==> src/hw/rtl/c2rb_pkg.sv <==
// ----------------------------------------------------------------------------
// c2rb_pkg
// Shared types and constants for the CIGAR to reference block converter.
// ----------------------------------------------------------------------------
package c2rb_pkg;

    localparam int CHAR_W = 8;
    localparam int RUN_W  = 32;
    localparam int OUT_W  = 32;
    localparam int THR_W  = 16;
    localparam int START_W = 32;

    // ASCII codes
    localparam logic [CHAR_W-1:0] CHAR_0 = 8'h30;
    localparam logic [CHAR_W-1:0] CHAR_9 = 8'h39;
    localparam logic [CHAR_W-1:0] OP_M   = 8'h4D;
    localparam logic [CHAR_W-1:0] OP_X   = 8'h58;
    localparam logic [CHAR_W-1:0] OP_D   = 8'h44;
    localparam logic [CHAR_W-1:0] OP_N   = 8'h4E;
    localparam logic [CHAR_W-1:0] OP_I   = 8'h49;
    localparam logic [CHAR_W-1:0] OP_S   = 8'h53;
    localparam logic [CHAR_W-1:0] OP_H   = 8'h48;

    localparam logic [THR_W-1:0] SPLIT_THR_RESET = 16'd20;

    // One input character request
    typedef struct packed {
        logic                last_char;
        logic [START_W-1:0]  read_ref_start;
        logic                first_char;
        logic [CHAR_W-1:0]   cigar_char;
    } item_t;

    // One aligned block
    typedef struct packed {
        logic              final_block;
        logic [OUT_W-1:0]  block_finish;
        logic [OUT_W-1:0]  block_begin;
    } block_t;

    // Results produced by one character: a closed block, then a final block
    typedef struct packed {
        logic    closed_valid;
        block_t  closed;
        logic    final_valid;
        block_t  fin;
    } step_res_t;

endpackage

==> src/hw/rtl/cigar_to_reference_blocks.sv <==
// ----------------------------------------------------------------------------
// cigar_to_reference_blocks
// A character request is held in the input register, then its blocks are
// written into the result queue. Throughput: one character per cycle while
// the queue has room for two; the single-read queue hands blocks out one at a time.
// Reset (aresetn low, synchronous): cursor, open block start, run length and
// queue are cleared; the split threshold returns to 20.
// ----------------------------------------------------------------------------
module cigar_to_reference_blocks
    import c2rb_pkg::*;
#(
    parameter int POS_WIDTH = 32
) (
    input  logic         aclk,
    input  logic         aresetn,

    // Configuration
    input  logic         cfg_we,
    input  logic [15:0]  cfg_wdata,     // deletion_split_threshold

    // Character stream
    input  logic         s_axis_tvalid,
    output logic         s_axis_tready,
    input  logic [39:0]  s_axis_tdata,  // [7:0] cigar_char, [39:8] read_ref_start
    input  logic         s_axis_tuser,  // first_char
    input  logic         s_axis_tlast,  // last_char

    // Block stream
    output logic         m_axis_tvalid,
    input  logic         m_axis_tready,
    output logic [63:0]  m_axis_tdata,  // [31:0] block_begin, [63:32] block_finish
    output logic         m_axis_tlast   // final_block
);

    logic [THR_W-1:0]  split_thr_reg;
    logic              in_valid_reg, in_valid_next;
    item_t             in_reg;
    logic              in_accept;
    logic              advance;
    logic              room2;
    step_res_t         step_res;
    block_t            out_block;

    // Threshold register
    always_ff @(posedge aclk) begin
        if (!aresetn) begin
            split_thr_reg <= SPLIT_THR_RESET;
        end else if (cfg_we) begin
            split_thr_reg <= cfg_wdata;
        end
    end

    // Input register
    assign advance       = in_valid_reg && room2;
    assign s_axis_tready = !in_valid_reg || advance;
    assign in_accept     = s_axis_tvalid && s_axis_tready;

    always_comb begin
        if (in_accept) begin
            in_valid_next = 1'b1;
        end else if (advance) begin
            in_valid_next = 1'b0;
        end else begin
            in_valid_next = in_valid_reg;
        end
    end

    always_ff @(posedge aclk) begin
        if (!aresetn) begin
            in_valid_reg <= 1'b0;
        end else begin
            in_valid_reg <= in_valid_next;
        end
    end

    always_ff @(posedge aclk) begin
        if (in_accept) begin
            in_reg.cigar_char     <= s_axis_tdata[7:0];
            in_reg.read_ref_start <= s_axis_tdata[39:8];
            in_reg.first_char     <= s_axis_tuser;
            in_reg.last_char      <= s_axis_tlast;
        end
    end

    // Character decode and state
    c2rb_core #(
        .POS_WIDTH (POS_WIDTH)
    ) u_core (
        .aclk      (aclk),
        .aresetn   (aresetn),
        .step_en   (advance),
        .item      (in_reg),
        .split_thr (split_thr_reg),
        .res       (step_res)
    );

    // Result queue
    c2rb_outq u_outq (
        .aclk      (aclk),
        .aresetn   (aresetn),
        .push_res  (step_res),
        .push_en   (advance),
        .room2     (room2),
        .out_valid (m_axis_tvalid),
        .out_block (out_block),
        .out_ready (m_axis_tready)
    );

    assign m_axis_tdata = {out_block.block_finish, out_block.block_begin};
    assign m_axis_tlast = out_block.final_block;

endmodule

==> src/hw/rtl/c2rb_core.sv <==
// ----------------------------------------------------------------------------
// c2rb_core
// Run length, reference cursor and open block state; decodes one character
// per cycle while step_en is high and produces up to two blocks.
// ----------------------------------------------------------------------------
module c2rb_core
    import c2rb_pkg::*;
#(
    parameter int POS_WIDTH = 32
) (
    input  logic              aclk,
    input  logic              aresetn,
    input  logic              step_en,
    input  item_t             item,
    input  logic [THR_W-1:0]  split_thr,
    output step_res_t         res
);

    logic [RUN_W-1:0]     run_reg,    run_next;
    logic [POS_WIDTH-1:0] cursor_reg, cursor_next;
    logic [POS_WIDTH-1:0] open_reg,   open_next;

    logic [POS_WIDTH-1:0] load_pos;
    logic [POS_WIDTH-1:0] cur_base;
    logic [POS_WIDTH-1:0] open_base;
    logic [RUN_W-1:0]     run_base;
    logic [POS_WIDTH-1:0] len_pos;
    logic [POS_WIDTH-1:0] cur_adv;
    logic [RUN_W+3:0]     run_prod;
    logic [RUN_W-1:0]     run_sat;
    logic                 is_digit;
    logic                 move;
    logic                 split;
    logic [63:0]          start_wide;
    logic [63:0]          len_wide;

    // Position to output width (zero extend or truncate)
    function automatic logic [OUT_W-1:0] to_out(input logic [POS_WIDTH-1:0] p);
        logic [63:0] w;
        w = 64'(p);
        return w[OUT_W-1:0];
    endfunction

    // New read reloads the cursor, open block and run
    assign start_wide = 64'(item.read_ref_start);
    assign load_pos   = start_wide[POS_WIDTH-1:0];
    assign cur_base   = item.first_char ? load_pos : cursor_reg;
    assign open_base  = item.first_char ? load_pos : open_reg;
    assign run_base   = item.first_char ? '0 : run_reg;

    assign len_wide = 64'(run_base);
    assign len_pos  = len_wide[POS_WIDTH-1:0];
    assign cur_adv  = cur_base + len_pos;

    assign is_digit = (item.cigar_char >= CHAR_0) && (item.cigar_char <= CHAR_9);

    // run * 10 + digit, saturating at all ones
    assign run_prod = ((RUN_W+4)'(run_base) << 3) + ((RUN_W+4)'(run_base) << 1)
                    + (RUN_W+4)'(item.cigar_char - CHAR_0);
    assign run_sat  = (run_prod[RUN_W+3:RUN_W] != '0) ? '1 : run_prod[RUN_W-1:0];

    // Operation decode
    always_comb begin
        move  = 1'b0;
        split = 1'b0;
        unique case (item.cigar_char)
            OP_M, OP_X: begin
                move = 1'b1;
            end
            OP_D: begin
                move  = 1'b1;
                split = run_base > RUN_W'(split_thr);
            end
            OP_N: begin
                move  = 1'b1;
                split = 1'b1;
            end
            OP_I, OP_S, OP_H: begin
                move = 1'b0;
            end
            default: begin
                move = 1'b0;
            end
        endcase
        if (is_digit) begin
            move  = 1'b0;
            split = 1'b0;
        end
    end

    // Next state
    always_comb begin
        cursor_next = move  ? cur_adv : cur_base;
        open_next   = split ? cur_adv : open_base;
        if (item.last_char || !is_digit) begin
            run_next = '0;
        end else begin
            run_next = run_sat;
        end
    end

    // Results: block closed by D/N, then final block on the last character
    always_comb begin
        res.closed_valid           = split;
        res.closed.block_begin     = to_out(open_base);
        res.closed.block_finish    = to_out(cur_base);
        res.closed.final_block     = 1'b0;
        res.final_valid            = item.last_char;
        res.fin.block_begin        = to_out(open_next);
        res.fin.block_finish       = to_out(cursor_next);
        res.fin.final_block        = 1'b1;
    end

    // State registers
    always_ff @(posedge aclk) begin
        if (!aresetn) begin
            run_reg    <= '0;
            cursor_reg <= '0;
            open_reg   <= '0;
        end else if (step_en) begin
            run_reg    <= run_next;
            cursor_reg <= cursor_next;
            open_reg   <= open_next;
        end
    end

endmodule

==> src/hw/rtl/c2rb_outq.sv <==
// ----------------------------------------------------------------------------
// c2rb_outq
// Four-entry result queue: takes up to two blocks per cycle, hands out one per cycle while out_ready is high.
// ----------------------------------------------------------------------------
module c2rb_outq
    import c2rb_pkg::*;
(
    input  logic       aclk,
    input  logic       aresetn,
    input  step_res_t  push_res,
    input  logic       push_en,
    output logic       room2,
    output logic       out_valid,
    output block_t     out_block,
    input  logic       out_ready
);

    localparam int DEPTH = 4;
    localparam int PTR_W = $clog2(DEPTH);
    localparam int CNT_W = $clog2(DEPTH + 1);

    block_t             q_reg [DEPTH];
    logic [PTR_W-1:0]   wr_ptr_reg, wr_ptr_next;
    logic [PTR_W-1:0]   rd_ptr_reg, rd_ptr_next;
    logic [CNT_W-1:0]   cnt_reg,    cnt_next;

    logic               wr0, wr1;
    block_t             wdata0;
    logic [PTR_W-1:0]   wr_ptr_p1;
    logic               pop;
    logic [CNT_W-1:0]   n_push;

    assign room2     = cnt_reg <= CNT_W'(DEPTH - 2);
    assign out_valid = cnt_reg != '0;
    assign out_block = q_reg[rd_ptr_reg];
    assign pop       = out_valid && out_ready;

    // Closed block goes first; final block fills the next slot
    assign wr0       = push_en && (push_res.closed_valid || push_res.final_valid);
    assign wr1       = push_en && push_res.closed_valid && push_res.final_valid;
    assign wdata0    = push_res.closed_valid ? push_res.closed : push_res.fin;
    assign wr_ptr_p1 = wr_ptr_reg + PTR_W'(1);
    assign n_push    = CNT_W'(wr0) + CNT_W'(wr1);

    always_comb begin
        wr_ptr_next = wr_ptr_reg + PTR_W'(n_push);
        rd_ptr_next = rd_ptr_reg + PTR_W'(pop);
        cnt_next    = cnt_reg + n_push - CNT_W'(pop);
    end

    // Pointers and fill count
    always_ff @(posedge aclk) begin
        if (!aresetn) begin
            wr_ptr_reg <= '0;
            rd_ptr_reg <= '0;
            cnt_reg    <= '0;
        end else begin
            wr_ptr_reg <= wr_ptr_next;
            rd_ptr_reg <= rd_ptr_next;
            cnt_reg    <= cnt_next;
        end
    end

    // Storage
    always_ff @(posedge aclk) begin
        if (wr0) begin
            q_reg[wr_ptr_reg] <= wdata0;
        end
        if (wr1) begin
            q_reg[wr_ptr_p1] <= push_res.fin;
        end
    end

endmodule

==> config.mk <==
export PLATFORM = sky130hd
export DESIGN_NAME = cigar_to_reference_blocks
export DESIGN_NICKNAME = d
export VERILOG_FILES = /design/src/hw/rtl/c2rb_pkg.sv /design/src/hw/rtl/cigar_to_reference_blocks.sv /design/src/hw/rtl/c2rb_core.sv /design/src/hw/rtl/c2rb_outq.sv
export SDC_FILE = /design/constraint.sdc
export NUM_CORES = 1
export LEC_CHECK = 0
export BUFFER_PORTS_ARGS = -buffer_cell sky130_fd_sc_hd__buf_2
export CORE_ASPECT_RATIO = 1.4
export CORE_MARGIN = 2
export CORE_UTILIZATION = 54
export CTS_BUF_LIST = sky130_fd_sc_hd__clkbuf_16
export DETAILED_ROUTE_END_ITERATION = 6
export PLACE_DENSITY = 0.75
export SLEW_MARGIN = 15
export SYNTH_ARGS = -nofsm -noshare
export SYNTH_HDL_FRONTEND = slang
export SYNTH_SLANG_ARGS = --single-unit
==> constraint.sdc <==
create_clock -name aclk -period 6.1 [get_ports aclk]
set_input_delay 0.61 -clock aclk [delete_from_list [all_inputs] [get_ports aclk]]
set_output_delay 0.61 -clock aclk [all_outputs]
set_load 0.1 [all_outputs]
==> run_results.csv <==
group,metric,value,unit
critical_path,cp_cell_sequence,"ha_1, or3_1, inv_1, buf_4, fa_1, ha_1, and3_1, a211oi_1, o21ai_0, and3_1, or2_1, a221o_1, o2111ai_2, buf_4, a21oi_1, o21ai_0",
synth,synth-edff-count,298,
cts,clkLatencyLatePin,0.56,ns
critical_path,worst_ep_required_time,6.57,ns
detailed_routing,routed-wl-met3,7240,µm
synth,async_reset_ff_share,0,%
detailed_routing,dr_wl_met2,35500,µm
synth,synthDistinctLibCells,90,
global_routing,grt_use_total,30.9,%
critical_path,cpPeakStageDelay,0.56,ns
critical_path,start_kind,"flop",
critical_path,cp_num_buf_inv,3,
cts,cts_buffer_depth,3,
pwr,p_per_area,327,nW/µm²
synth,synth_most_common_cell,"edfxtp_1",
cts,cts_tree,"done",
outcome,outcome,"finished, final reports clean",
finish,fin_area,26700,µm²
synth,synth.cell_area,24300,µm²
floorplan,rows,92,
placement,portBuffers,129,
sta,slew_headroom,29.9,%
detailed_routing,viasPerCell,6.78,
synth,syn_avg_cell_area,10.7,µm²
finish,antenna_cells,0,
synth,synth_commonest_cells,"298 x edfxtp_1, 246 x o22ai_1, 193 x nand2_1",
synth,synth.net_count,2462,
critical_path,cp.arrival,5.74,ns
finish,area_growth,9.66,%
flow_run,cap_violations,0,
critical_path,critPathTopFamily,"compound AO/OA/AOI/OAI gates",
sta,final.min_clock_period,5.28,ns
floorplan,start_util,54.3,%
global_routing,antenna_found_initial,0,
detailed_routing,drc,0,
cts,postCtsSetupBuffers,0,
critical_path,crit_fanout,32,
cts,cts.sinks,422,
sta,fmax,0.190,GHz
cts,htreeDepth,2,
synth,synth-seq-cells,422,
placement,dpl.cell_count,2852,
hold_path,hold_class,"in -> reg",
cts,clkTransAtPathRegs,0.07,ns
global_routing,gr-total-overflow,0,
sta,tightest_slew,1.05,ns
cts,cts_made_buffers,41,
cts,cts_hold_buffers,0,
synth,synth_top_area_cell,"edfxtp_1",
detailed_routing,wl_per_cell,24.8,µm
floorplan,core-area,44800,µm²
pwr,p_leak,10.4,nW
finish,largest_reg_flops,260,
critical_path,crit_slowest_cell,"or3_1",
synth,synth_warnings,0,
floorplan,die_h,255,µm
global_routing,grt_max_degree,66,
synth,netlist.area_leader.share,36.8,%
cts,cts_resized,0,
global_routing,grt_pass1_wl,111000,µm
sta,fin_crit_sh,86.5,%
finish,drive_gt1_share,14.8,%
critical_path,end_kind,"flop",
floorplan,ioPinCount,130,
detailed_routing,drt-total-wl,72600,µm
detailed_routing,dr.pass1.iters,6,
synth,syn_inst,2275,
detailed_routing,topRoutingLayerUsed,"met4",
global_routing,grt_pass1_vias,19800,
detailed_routing,ant_nets,0,
placement,dpl_cell_area,25400,µm²
sta,fin_tns_setup,0,ns
floorplan,die_area,46700,µm²
cts,root_buffer,"clkbuf_16",
synth,synthFlopType,"edfxtp_1",
critical_path,critPathKind,"reg -> reg",
detailed_routing,drt_first_iter_violations,2466,
floorplan,die_x,183,µm
sta,slew_violations,0,
sta,finalHoldViolCount,0,
sta,finalSetupViolCount,0,
sta,finalClockSkew,0.0264,ns
synth,synth_area_leaders,"edfxtp_1 37%, dfxtp_1 10%, o22ai_1 6.3%",
placement,hpwl,48600,µm
pwr,ir_worst_vdd,0.226,mV
detailed_routing,vias,19800,
detailed_routing,wl_met1,26300,µm
finish,fin_cells,2925,
synth,ys_seq_area_share,47.0,%
finish,final_nets,2518,
placement,gp_congestion,0.959,
sta,rsz0062_at_grt,"false",
[area by class of cell]
type,count,area [µm²]
Tap cell,564,706
Clock inverter,31,199
Inverter,117,439
Multi-Input combinational cell,1577,11800
Clock buffer,42,1050
Sequential cell,422,11400
Timing Repair Buffer,172,1010
Fill cell,3634,18100
[placed cells by master, fill, tap and decap left out, types with 31 or more instances in the layout]
cell and n:
fa_1 32, nand3_1 34, buf_4 40, mux4_2 65
o22ai_1 246, inv_1 125, a211oi_1 32, ha_1 92
a21oi_1 122, buf_2 129, edfxtp_1 298, nor2_1 145
xnor2_1 39, o211ai_1 31, dfxtp_1 122, clkbuf_16 42
nand2_1 188, o21ai_0 114, mux2i_1 83
[kinds of logic after synthesis]
| kind of cell | share of synthesized area (%) |
|---|---|
| xor+xnor | 2.38 |
| simple gates | 9.74 |
| buf+inv | 4.64 |
| mux | 9.69 |
| flops | 47.0 |
| fa+ha+maj | 7.41 |
| compound gates | 19.1 |
[metrics by stage]
stage | setup WS [ns] | hold WS, ns | util [%] | power (mW)
after floorplan | 0.382 | 0.417 | - | 5.73
after global routing | 0.374 | 0.213 | 59.5 | 8.95
after global placement | 1.16 | 0.429 | 56.7 | 6.26
after CTS | 0.933 | 0.215 | 59.5 | 8.69
after detailed placement | 0.914 | 0.435 | 56.7 | 6.31
final | 0.825 | 0.224 | 59.5 | 8.71
[layer usage]
metal	up-vias	global-route usage (%)
met5	-	0
met4	0	15.5
met3	252	4.80
met2	1300	52.9
met1	9513	38.1
li1	8766	-
[power breakdown]
| group | internal, mW | leakage [nW] | switching [mW] |
|---|---|---|---|
| registers | 3.20 | 3.91 | 0.189 |
| clock network | 1.33 | 0.654 | 1.09 |
| logic | 0.720 | 5.85 | 2.18 |
| total | 5.25 | 10.4 | 3.46 |
[final timing paths]
| path | depth (start not counted) | to | slack (ns) | from |
|---|---|---|---|---|
| max | 16 | u_core.run_reg[7] | 0.82 | in_reg[4] |
| min | 1 | in_reg[41] | 0.22 | s_axis_tlast |
| max reg2reg | 16 | u_core.run_reg[7] | 0.82 | in_reg[4] |
| min reg2reg | 2 | u_core.run_reg[12] | 0.45 | u_core.run_reg[12] |
No activity file was read; power rests on OpenSTA's default activity.
